### config.mk
export PLATFORM = sky130hd
export DESIGN_NAME = midi_file_stream_parser_core
export DESIGN_NICKNAME = d
export VERILOG_FILES = /design/src/rtl/core/mfsp_pkg.sv /design/src/rtl/core/midi_file_stream_parser_core.sv
export SDC_FILE = /design/constraint.sdc
export NUM_CORES = 1
export LEC_CHECK = 0
export BUFFER_PORTS_ARGS = -buffer_cell sky130_fd_sc_hd__buf_2
export CAP_MARGIN = 10
export CORE_MARGIN = 10
export CORE_UTILIZATION = 55
export DETAILED_ROUTE_END_ITERATION = 8
export HOLD_SLACK_MARGIN = 0.08
export PLACE_DENSITY = 0.81
export SYNTH_ARGS = -nofsm -noshare
export SYNTH_HDL_FRONTEND = slang
export SYNTH_SLANG_ARGS = --single-unit
### constraint.sdc
create_clock -name clk -period 14.4 [get_ports clk]
set_input_delay 2.88 -clock clk [delete_from_list [all_inputs] [get_ports clk]]
set_output_delay 2.88 -clock clk [all_outputs]
set_load 0.05 [all_outputs]
### src/rtl/core/mfsp_pkg.sv
// shared types and constants for the midi file stream parser
package mfsp_pkg;

    // parser phase
    typedef enum logic [3:0] {
        PH_HMAGIC = 4'd0,
        PH_HLEN   = 4'd1,
        PH_HDATA  = 4'd2,
        PH_TMAGIC = 4'd3,
        PH_TLEN   = 4'd4,
        PH_DELTA  = 4'd5,
        PH_STATUS = 4'd6,
        PH_PARAM1 = 4'd7,
        PH_PARAM2 = 4'd8,
        PH_MTYPE  = 4'd9,
        PH_MLEN   = 4'd10,
        PH_MDATA  = 4'd11,
        PH_XLEN   = 4'd12,
        PH_XDATA  = 4'd13,
        PH_DONE   = 4'd14,
        PH_ERR    = 4'd15
    } phase_t;

    // result kind codes
    typedef enum logic [2:0] {
        KIND_HEADER    = 3'd0,
        KIND_CHANNEL   = 3'd1,
        KIND_META_HDR  = 3'd2,
        KIND_META_DATA = 3'd3,
        KIND_SYSEX     = 3'd4,
        KIND_ERROR     = 3'd5
    } kind_t;

    // one result
    typedef struct packed {
        kind_t       kind;
        logic [31:0] delta;
        logic [7:0]  event_type;
        logic [3:0]  channel;
        logic [7:0]  param1;
        logic [7:0]  param2;
        logic [7:0]  meta_type;
        logic [31:0] length;
        logic [15:0] format;
        logic [15:0] track_count;
        logic        smpte_division;
        logic [14:0] time_division;
    } result_t;

    localparam logic [7:0] HDR_MAGIC [4] = '{8'h4D, 8'h54, 8'h68, 8'h64};
    localparam logic [7:0] TRK_MAGIC [4] = '{8'h4D, 8'h54, 8'h72, 8'h6B};

    localparam logic [31:0] HDR_LENGTH        = 32'd6;
    localparam logic [2:0]  MAGIC_BYTES       = 3'd4;
    localparam logic [2:0]  LEN_BYTES         = 3'd4;
    localparam logic [2:0]  HDR_DATA_BYTES    = 3'd6;
    localparam logic [7:0]  STATUS_META       = 8'hFF;
    localparam logic [7:0]  STATUS_SYSEX      = 8'hF0;
    localparam logic [7:0]  STATUS_SYSEX_ESC  = 8'hF7;
    localparam logic [3:0]  TYPE_SYSTEM       = 4'hF;
    localparam logic [3:0]  TYPE_PROG_CHANGE  = 4'hC;
    localparam logic [3:0]  TYPE_CHAN_PRESS   = 4'hD;
    localparam logic [7:0]  META_END_OF_TRACK = 8'h2F;
    localparam logic [7:0]  META_EVENT_TYPE   = 8'hFF;
    localparam logic [3:0]  META_CHANNEL      = 4'hF;

endpackage

### src/rtl/core/midi_file_stream_parser_core.sv
// midi file stream parser: byte-wide parser with a registered result stage
//
// the parser takes one raw byte of a standard midi file per request and gives at most
// one result per byte. every request is handled at the edge that accepts it: the phase
// machine and its counters update at that edge, and any result lands in the output
// register at that same edge, so a new byte can be taken every clock for a
// sustained rate of one byte per cycle. the only thing that holds the input back is a
// result still waiting in the output register while the consumer stalls. a request
// with restart set returns the parser to the file header and gives no result. after
// a bad magic, bad header length, undefined status or a data byte without running
// status, one error result is given and all later bytes are dropped until restart.
// once the header's track count is used up, bytes are dropped until restart as well.
module midi_file_stream_parser_core
    import mfsp_pkg::*;
(
    input  logic        clk,
    input  logic        rst_n,
    // byte request channel
    input  logic        in_valid,
    output logic        in_stall,
    input  logic        restart,
    input  logic [7:0]  in_byte,
    // result channel
    output logic        out_valid,
    input  logic        out_stall,
    output logic [2:0]  kind,
    output logic [31:0] delta,
    output logic [7:0]  event_type,
    output logic [3:0]  channel,
    output logic [7:0]  param1,
    output logic [7:0]  param2,
    output logic [7:0]  meta_type,
    output logic [31:0] length,
    output logic [15:0] format,
    output logic [15:0] track_count,
    output logic        smpte_division,
    output logic [14:0] time_division
);

    // parser state
    phase_t      phase_reg, phase_next;
    logic [2:0]  byte_count_reg, byte_count_next;
    logic [31:0] accumulator_reg, accumulator_next;
    logic [7:0]  running_status_reg, running_status_next;
    logic [31:0] event_delta_reg, event_delta_next;
    logic [7:0]  event_status_reg, event_status_next;
    logic [7:0]  first_data_reg, first_data_next;
    logic [7:0]  meta_kind_reg, meta_kind_next;
    logic [31:0] bytes_left_reg, bytes_left_next;
    logic [15:0] tracks_left_reg, tracks_left_next;
    logic [47:0] header_words_reg, header_words_next;

    // output stage
    logic        out_valid_reg;
    result_t     result_reg;
    result_t     result_next;
    logic        emit;

    logic        in_fire;
    logic        out_fire;

    // shared datapath pieces
    logic [31:0] acc_vl;         // accumulator with next 7-bit group shifted in
    logic        vl_last;        // last byte of a variable-length value
    logic [31:0] acc_len;        // accumulator with next full byte shifted in
    logic [47:0] hdr_shift;
    logic [31:0] bytes_dec;
    logic [15:0] tracks_dec;
    logic [2:0]  bc_inc;
    logic        status_one_data;
    logic        run_one_data;
    logic        meta_ends_track;
    logic        last_track;

    assign in_stall  = out_valid_reg && out_stall;
    assign in_fire   = in_valid && !in_stall;
    assign out_fire  = out_valid_reg && !out_stall;

    assign acc_vl          = {accumulator_reg[24:0], in_byte[6:0]};
    assign vl_last         = !in_byte[7];
    assign acc_len         = {accumulator_reg[23:0], in_byte};
    assign hdr_shift       = {header_words_reg[39:0], in_byte};
    assign bytes_dec       = bytes_left_reg - 32'd1;
    assign tracks_dec      = tracks_left_reg - 16'd1;
    assign bc_inc          = byte_count_reg + 3'd1;
    assign status_one_data = (event_status_reg[7:4] == TYPE_PROG_CHANGE) ||
                             (event_status_reg[7:4] == TYPE_CHAN_PRESS);
    assign run_one_data    = (running_status_reg[7:4] == TYPE_PROG_CHANGE) ||
                             (running_status_reg[7:4] == TYPE_CHAN_PRESS);
    assign meta_ends_track = (meta_kind_reg == META_END_OF_TRACK);
    assign last_track      = (tracks_dec == 16'd0);

    // next state and result for the byte at the input
    always_comb
    begin
        phase_next          = phase_reg;
        byte_count_next     = byte_count_reg;
        accumulator_next    = accumulator_reg;
        running_status_next = running_status_reg;
        event_delta_next    = event_delta_reg;
        event_status_next   = event_status_reg;
        first_data_next     = first_data_reg;
        meta_kind_next      = meta_kind_reg;
        bytes_left_next     = bytes_left_reg;
        tracks_left_next    = tracks_left_reg;
        header_words_next   = header_words_reg;
        result_next         = '0;
        emit                = 1'b0;

        if (restart)
        begin
            phase_next          = PH_HMAGIC;
            byte_count_next     = '0;
            accumulator_next    = '0;
            running_status_next = '0;
            event_delta_next    = '0;
            event_status_next   = '0;
            first_data_next     = '0;
            meta_kind_next      = '0;
            bytes_left_next     = '0;
            tracks_left_next    = '0;
            header_words_next   = '0;
        end
        else
        begin
            unique case (phase_reg)
                PH_HMAGIC:
                begin
                    if (in_byte != HDR_MAGIC[byte_count_reg[1:0]])
                    begin
                        phase_next       = PH_ERR;
                        result_next.kind = KIND_ERROR;
                        emit             = 1'b1;
                    end
                    else if (bc_inc == MAGIC_BYTES)
                    begin
                        byte_count_next  = '0;
                        accumulator_next = '0;
                        phase_next       = PH_HLEN;
                    end
                    else
                    begin
                        byte_count_next = bc_inc;
                    end
                end
                PH_HLEN:
                begin
                    accumulator_next = acc_len;
                    byte_count_next  = bc_inc;
                    if (bc_inc == LEN_BYTES)
                    begin
                        byte_count_next = '0;
                        if (acc_len != HDR_LENGTH)
                        begin
                            phase_next       = PH_ERR;
                            result_next.kind = KIND_ERROR;
                            emit             = 1'b1;
                        end
                        else
                        begin
                            header_words_next = '0;
                            phase_next        = PH_HDATA;
                        end
                    end
                end
                PH_HDATA:
                begin
                    header_words_next = hdr_shift;
                    byte_count_next   = bc_inc;
                    if (bc_inc == HDR_DATA_BYTES)
                    begin
                        byte_count_next            = '0;
                        result_next.kind           = KIND_HEADER;
                        result_next.format         = hdr_shift[47:32];
                        result_next.track_count    = hdr_shift[31:16];
                        result_next.smpte_division = hdr_shift[15];
                        result_next.time_division  = hdr_shift[14:0];
                        emit                       = 1'b1;
                        tracks_left_next           = hdr_shift[31:16];
                        phase_next = (hdr_shift[31:16] == 16'd0) ? PH_DONE : PH_TMAGIC;
                    end
                end
                PH_TMAGIC:
                begin
                    if (in_byte != TRK_MAGIC[byte_count_reg[1:0]])
                    begin
                        phase_next       = PH_ERR;
                        result_next.kind = KIND_ERROR;
                        emit             = 1'b1;
                    end
                    else if (bc_inc == MAGIC_BYTES)
                    begin
                        byte_count_next = '0;
                        phase_next      = PH_TLEN;
                    end
                    else
                    begin
                        byte_count_next = bc_inc;
                    end
                end
                PH_TLEN:
                begin
                    // chunk length is not needed, the events carry their own framing
                    byte_count_next = bc_inc;
                    if (bc_inc == LEN_BYTES)
                    begin
                        byte_count_next     = '0;
                        running_status_next = '0;
                        accumulator_next    = '0;
                        phase_next          = PH_DELTA;
                    end
                end
                PH_DELTA:
                begin
                    accumulator_next = acc_vl;
                    if (vl_last)
                    begin
                        event_delta_next = acc_vl;
                        phase_next       = PH_STATUS;
                    end
                end
                PH_STATUS:
                begin
                    if (!in_byte[7])
                    begin
                        // data byte: running status applies
                        if (running_status_reg == 8'd0)
                        begin
                            phase_next       = PH_ERR;
                            result_next.kind = KIND_ERROR;
                            emit             = 1'b1;
                        end
                        else
                        begin
                            event_status_next = running_status_reg;
                            first_data_next   = in_byte;
                            if (run_one_data)
                            begin
                                result_next.kind       = KIND_CHANNEL;
                                result_next.delta      = event_delta_reg;
                                result_next.event_type = {running_status_reg[7:4], 4'h0};
                                result_next.channel    = running_status_reg[3:0];
                                result_next.param1     = in_byte;
                                emit                   = 1'b1;
                                accumulator_next       = '0;
                                phase_next             = PH_DELTA;
                            end
                            else
                            begin
                                phase_next = PH_PARAM2;
                            end
                        end
                    end
                    else if (in_byte[7:4] != TYPE_SYSTEM)
                    begin
                        event_status_next   = in_byte;
                        running_status_next = in_byte;
                        phase_next          = PH_PARAM1;
                    end
                    else if (in_byte == STATUS_META)
                    begin
                        event_status_next = in_byte;
                        phase_next        = PH_MTYPE;
                    end
                    else if ((in_byte == STATUS_SYSEX) || (in_byte == STATUS_SYSEX_ESC))
                    begin
                        event_status_next = in_byte;
                        accumulator_next  = '0;
                        phase_next        = PH_XLEN;
                    end
                    else
                    begin
                        // undefined system status
                        phase_next       = PH_ERR;
                        result_next.kind = KIND_ERROR;
                        emit             = 1'b1;
                    end
                end
                PH_PARAM1:
                begin
                    first_data_next = in_byte;
                    if (status_one_data)
                    begin
                        result_next.kind       = KIND_CHANNEL;
                        result_next.delta      = event_delta_reg;
                        result_next.event_type = {event_status_reg[7:4], 4'h0};
                        result_next.channel    = event_status_reg[3:0];
                        result_next.param1     = in_byte;
                        emit                   = 1'b1;
                        accumulator_next       = '0;
                        phase_next             = PH_DELTA;
                    end
                    else
                    begin
                        phase_next = PH_PARAM2;
                    end
                end
                PH_PARAM2:
                begin
                    result_next.kind       = KIND_CHANNEL;
                    result_next.delta      = event_delta_reg;
                    result_next.event_type = {event_status_reg[7:4], 4'h0};
                    result_next.channel    = event_status_reg[3:0];
                    result_next.param1     = first_data_reg;
                    result_next.param2     = in_byte;
                    emit                   = 1'b1;
                    accumulator_next       = '0;
                    phase_next             = PH_DELTA;
                end
                PH_MTYPE:
                begin
                    meta_kind_next   = in_byte;
                    accumulator_next = '0;
                    phase_next       = PH_MLEN;
                end
                PH_MLEN:
                begin
                    accumulator_next = acc_vl;
                    if (vl_last)
                    begin
                        bytes_left_next        = acc_vl;
                        result_next.kind       = KIND_META_HDR;
                        result_next.delta      = event_delta_reg;
                        result_next.event_type = META_EVENT_TYPE;
                        result_next.channel    = META_CHANNEL;
                        result_next.meta_type  = meta_kind_reg;
                        result_next.length     = acc_vl;
                        emit                   = 1'b1;
                        if (acc_vl != 32'd0)
                        begin
                            phase_next = PH_MDATA;
                        end
                        else if (meta_ends_track)
                        begin
                            tracks_left_next = tracks_dec;
                            byte_count_next  = '0;
                            phase_next       = last_track ? PH_DONE : PH_TMAGIC;
                        end
                        else
                        begin
                            accumulator_next = '0;
                            phase_next       = PH_DELTA;
                        end
                    end
                end
                PH_MDATA:
                begin
                    result_next.kind       = KIND_META_DATA;
                    result_next.delta      = event_delta_reg;
                    result_next.event_type = META_EVENT_TYPE;
                    result_next.channel    = META_CHANNEL;
                    result_next.param1     = in_byte;
                    result_next.meta_type  = meta_kind_reg;
                    result_next.length     = accumulator_reg;
                    emit                   = 1'b1;
                    bytes_left_next        = bytes_dec;
                    if (bytes_dec == 32'd0)
                    begin
                        if (meta_ends_track)
                        begin
                            tracks_left_next = tracks_dec;
                            byte_count_next  = '0;
                            phase_next       = last_track ? PH_DONE : PH_TMAGIC;
                        end
                        else
                        begin
                            accumulator_next = '0;
                            phase_next       = PH_DELTA;
                        end
                    end
                end
                PH_XLEN:
                begin
                    accumulator_next = acc_vl;
                    if (vl_last)
                    begin
                        bytes_left_next = acc_vl;
                        if (acc_vl == 32'd0)
                        begin
                            result_next.kind       = KIND_SYSEX;
                            result_next.delta      = event_delta_reg;
                            result_next.event_type = {event_status_reg[7:4], 4'h0};
                            result_next.channel    = event_status_reg[3:0];
                            result_next.length     = acc_vl;
                            emit                   = 1'b1;
                            accumulator_next       = '0;
                            phase_next             = PH_DELTA;
                        end
                        else
                        begin
                            phase_next = PH_XDATA;
                        end
                    end
                end
                PH_XDATA:
                begin
                    // payload is dropped, only the count matters
                    bytes_left_next = bytes_dec;
                    if (bytes_dec == 32'd0)
                    begin
                        result_next.kind       = KIND_SYSEX;
                        result_next.delta      = event_delta_reg;
                        result_next.event_type = {event_status_reg[7:4], 4'h0};
                        result_next.channel    = event_status_reg[3:0];
                        result_next.length     = accumulator_reg;
                        emit                   = 1'b1;
                        accumulator_next       = '0;
                        phase_next             = PH_DELTA;
                    end
                end
                PH_DONE, PH_ERR:
                begin
                    // bytes are dropped until restart
                end
                default:
                begin
                end
            endcase
        end
    end

    // state register, only moves on an accepted request
    always_ff @(posedge clk or negedge rst_n)
    begin
        if (!rst_n)
        begin
            phase_reg          <= PH_HMAGIC;
            byte_count_reg     <= '0;
            accumulator_reg    <= '0;
            running_status_reg <= '0;
            event_delta_reg    <= '0;
            event_status_reg   <= '0;
            first_data_reg     <= '0;
            meta_kind_reg      <= '0;
            bytes_left_reg     <= '0;
            tracks_left_reg    <= '0;
            header_words_reg   <= '0;
        end
        else if (in_fire)
        begin
            phase_reg          <= phase_next;
            byte_count_reg     <= byte_count_next;
            accumulator_reg    <= accumulator_next;
            running_status_reg <= running_status_next;
            event_delta_reg    <= event_delta_next;
            event_status_reg   <= event_status_next;
            first_data_reg     <= first_data_next;
            meta_kind_reg      <= meta_kind_next;
            bytes_left_reg     <= bytes_left_next;
            tracks_left_reg    <= tracks_left_next;
            header_words_reg   <= header_words_next;
        end
    end

    // output valid flag
    always_ff @(posedge clk or negedge rst_n)
    begin
        if (!rst_n)
        begin
            out_valid_reg <= 1'b0;
        end
        else if (in_fire)
        begin
            out_valid_reg <= emit;
        end
        else if (out_fire)
        begin
            out_valid_reg <= 1'b0;
        end
    end

    // output payload, loaded only with a fresh result
    always_ff @(posedge clk)
    begin
        if (in_fire && emit)
        begin
            result_reg <= result_next;
        end
    end

    assign out_valid      = out_valid_reg;
    assign kind           = result_reg.kind;
    assign delta          = result_reg.delta;
    assign event_type     = result_reg.event_type;
    assign channel        = result_reg.channel;
    assign param1         = result_reg.param1;
    assign param2         = result_reg.param2;
    assign meta_type      = result_reg.meta_type;
    assign length         = result_reg.length;
    assign format         = result_reg.format;
    assign track_count    = result_reg.track_count;
    assign smpte_division = result_reg.smpte_division;
    assign time_division  = result_reg.time_division;

    // a latched error drops every byte
    assert property (@(posedge clk) disable iff (!rst_n)
        (in_fire && !restart && (phase_reg == PH_ERR)) |=> !out_valid_reg)
        else $error("result produced while error latched");

    // restart returns to the file header without a result
    assert property (@(posedge clk) disable iff (!rst_n)
        (in_fire && restart) |=> (!out_valid_reg && (phase_reg == PH_HMAGIC)))
        else $error("restart did not clear the parser");

    // a pending error result always goes with the error phase
    assert property (@(posedge clk) disable iff (!rst_n)
        (out_valid_reg && (result_reg.kind == KIND_ERROR)) |-> (phase_reg == PH_ERR))
        else $error("error result without latched error");

    // payload phases never sit on an exhausted count
    assert property (@(posedge clk) disable iff (!rst_n)
        ((phase_reg == PH_MDATA) || (phase_reg == PH_XDATA)) |-> (bytes_left_reg != 32'd0))
        else $error("payload phase with zero bytes left");

endmodule

==> flow_summary.ini <==
[route]
dr.pass1.iters = 8
routedWlPerCell_um = 20.51
via_per_inst = 6.250
drcViolationCount = 0
num_vias = 13630
first_iter_violations = 1922
antenna_left = 0
routed_wl_um = 44710

[timing]
post-route-period-util = 0.4326
layout_min_cycle_time_ns = 6.230
finalMaxSlewViolations = 0
fmax_mhz = 160.5
relSlewSlack = 0.1770
fin_worst_skew_ns = 0.01258
rsz0062_at_grt = no
setup_tns_ns = 0
finalSetupViolCount = 0
worstMarginPinSlew_ns = 1.232
finalHoldViolations = 0
setup_ws_ns = 8.170

[global_routing]
antenna_found_initial = 1
grt_first_pass_wirelength_um = 71670
grt_pass1_vias = 12810
grt_max_degree = 81
grt_use_total = 0.2279
grt_overflow = 0

[power_and_ir_drop]
leakage_nw = 7.836
p_switching_mw = 1.152
ir_worst_vdd_v = 0.0001332
finalPower_mw = 3.065
clockPowerShare = 0.302
combinationalPowerShare = 0.303
seq_power_share = 0.395
p_sw_frac = 0.3760
p_int_mw = 1.913
power.density_nw_per_um2 = 162.0

[logic_synthesis]
ys_types = 77
synth_edf_count = 148
synth_area_um2 = 16800
synth_ff_type = dfrtp_1
synthCells = 1680
synth_top_area_frac = 0.2860
synth-seq-cells = 340
synth_warnings = 0
syn_area_per_cell_um2 = 10.00
yosys-top-cells-area = dfrtp_1, edfxtp_1, nand2_1, a22o_1, o21ai_0
synth_nets = 1704
yosysTopAreaCell = dfrtp_1
ys_seq_area_frac = 0.5505
synthArstFlopShare = 0.5647

[layout]
seq_area_um2 = 9249
multi_input_comb_area_um2 = 6892
fin_area_um2 = 18930
fillers = 2372
final_common_cell = nand2_1
largest_reg_flops = 40
final_nets = 1785
final_cell_mix = nand2_1, dfrtp_1, buf_2
final_util = 0.6335
area_growth_pct = 12.66
final_layout_size_suffix_gt1_frac = 0.1538

[clock_tree]
cts_root_buffer = clkbuf_16
clock_path_buffers = 3
clkTransAtPathRegs_ns = 0.06
cts_setup_buffers = 0
clk_latency_ns = 0.52
cts_tree = yes
cts_buffers = 36
htreeDepth = 2
postCtsHoldBufs = 0
ctsResizeCount = 0
clkSinkCount = 340

[setup_path]
cp-startpoint = out_stall
setup.worst_path.end_class = output port
arrival_ns = 3.35
worstPathRequired_ns = 11.52
cp_max_fo = 4
path_class = input port to output port
timing.rr.start = bytes_left_reg[1]$_DFFE_PN0P_
cp-start-kind = input port

[die]
io_pins = 166
start_util = 0.5623
dieArea_um2 = 37940
core_um2 = 29870
dieHeight_um = 194.8
row_count = 63
die_x_um = 194.8

[run_status]
run_status = completed

[placed_design]
gp_congestion = 0.9730
pre_cts_ws_ns = 7.821
io_buffer_count = 165
dp_hpwl_um = 30110
placed_area_um2 = 17720

[job]
cap_violations = 0

[worst_hold_path]
hold_class = flop to flop
worstHoldStart = header_words_reg[35]$_DFFE_PN0P_
-- cell type report --
cell class,instances,area share
sequential,340,0.4887
multi-input combinational,1167,0.3641
clock buffer,49,0.05289
timing repair buffer,185,0.05242
tap,390,0.02578
clock inverter,16,0.009718
inverter,31,0.006148
antenna,2,0.0002644
-- path summary, 6_finish.rpt --
| check | endpoint | slack, ns | depth (start not counted) |
|---|---|---|---|
| max | in_stall | 8.17 | 4 |
| min | header_words_reg[35]$_DFFE_PN0P_ | 0.47 | 2 |
| min reg2reg | header_words_reg[35]$_DFFE_PN0P_ | 0.47 | 2 |
| max in group asynchronous | event_delta_reg[16]$_DFFE_PN0P_ | 10.06 | 3 |
| max reg2reg | length[14]$_SDFFCE_PP0P_ | 8.70 | 11 |
| min in group asynchronous | meta_kind_reg[5]$_DFFE_PN0P_ | 2.35 | 1 |
-- kinds of logic after synthesis --
logic type	synth area share
DFF	0.5505
adders and majority gates	0.008192
and+or+nand+nor	0.1922
AOI/OAI and AO/OA	0.1670
buffers and inverters	0.04193
xor gates and xnor gates	0.007299
muxes	0.03292
-- stage by stage --
| stage | instances | hold WS [ns] |
|---|---|---|
| global route | 2179 | 0.5114 |
| floorplan | 1680 | 0.4418 |
| finish | 2180 | 0.4742 |
| detailed placement | 2112 | 0.4632 |
| global placement | 2112 | 0.4559 |
| CTS | 2177 | 0.4823 |
-- power groups by stage --
stage / registers [mW] / logic [mW] / clock network, mW
2_1_floorplan: 1.48 / 0.470 / 0
5_1_grt: 1.22 / 0.999 / 0.982
4_1_cts: 1.21 / 0.927 / 0.935
6_report: 1.21 / 0.930 / 0.926
3_5_place_dp: 1.23 / 0.923 / 0
3_3_place_gp: 1.22 / 0.913 / 0
-- critical path, cell delays in order --
cell and delay, ns:
buf_2 0.07, nand2_1 0.08, inv_1 0.06, buf_2 0.25
-- per-layer routing --
metal	GRT usage	up-vias	part of all wire
li1	-	6233	-
met1	0.3303	6596	0.43
met2	0.3414	699	0.45
met3	0.04147	97	0.097
met4	0.06875	0	0.025
met5	0	-	0
-- Yosys cell counts, types with 16 or more instances --
master and number:
a22oi_1 23, nand2_1 246, clkbuf_1 125, nor2_1 136, a21oi_1 84, and2_1 86
a22o_1 90, inv_1 29, edfxtp_1 148, nor3_1 43, dfrtp_1 192, mux2i_1 44
nand4_1 16, nor4_1 34, o21ai_0 134
No activity file was read; power rests on OpenSTA's default activity.
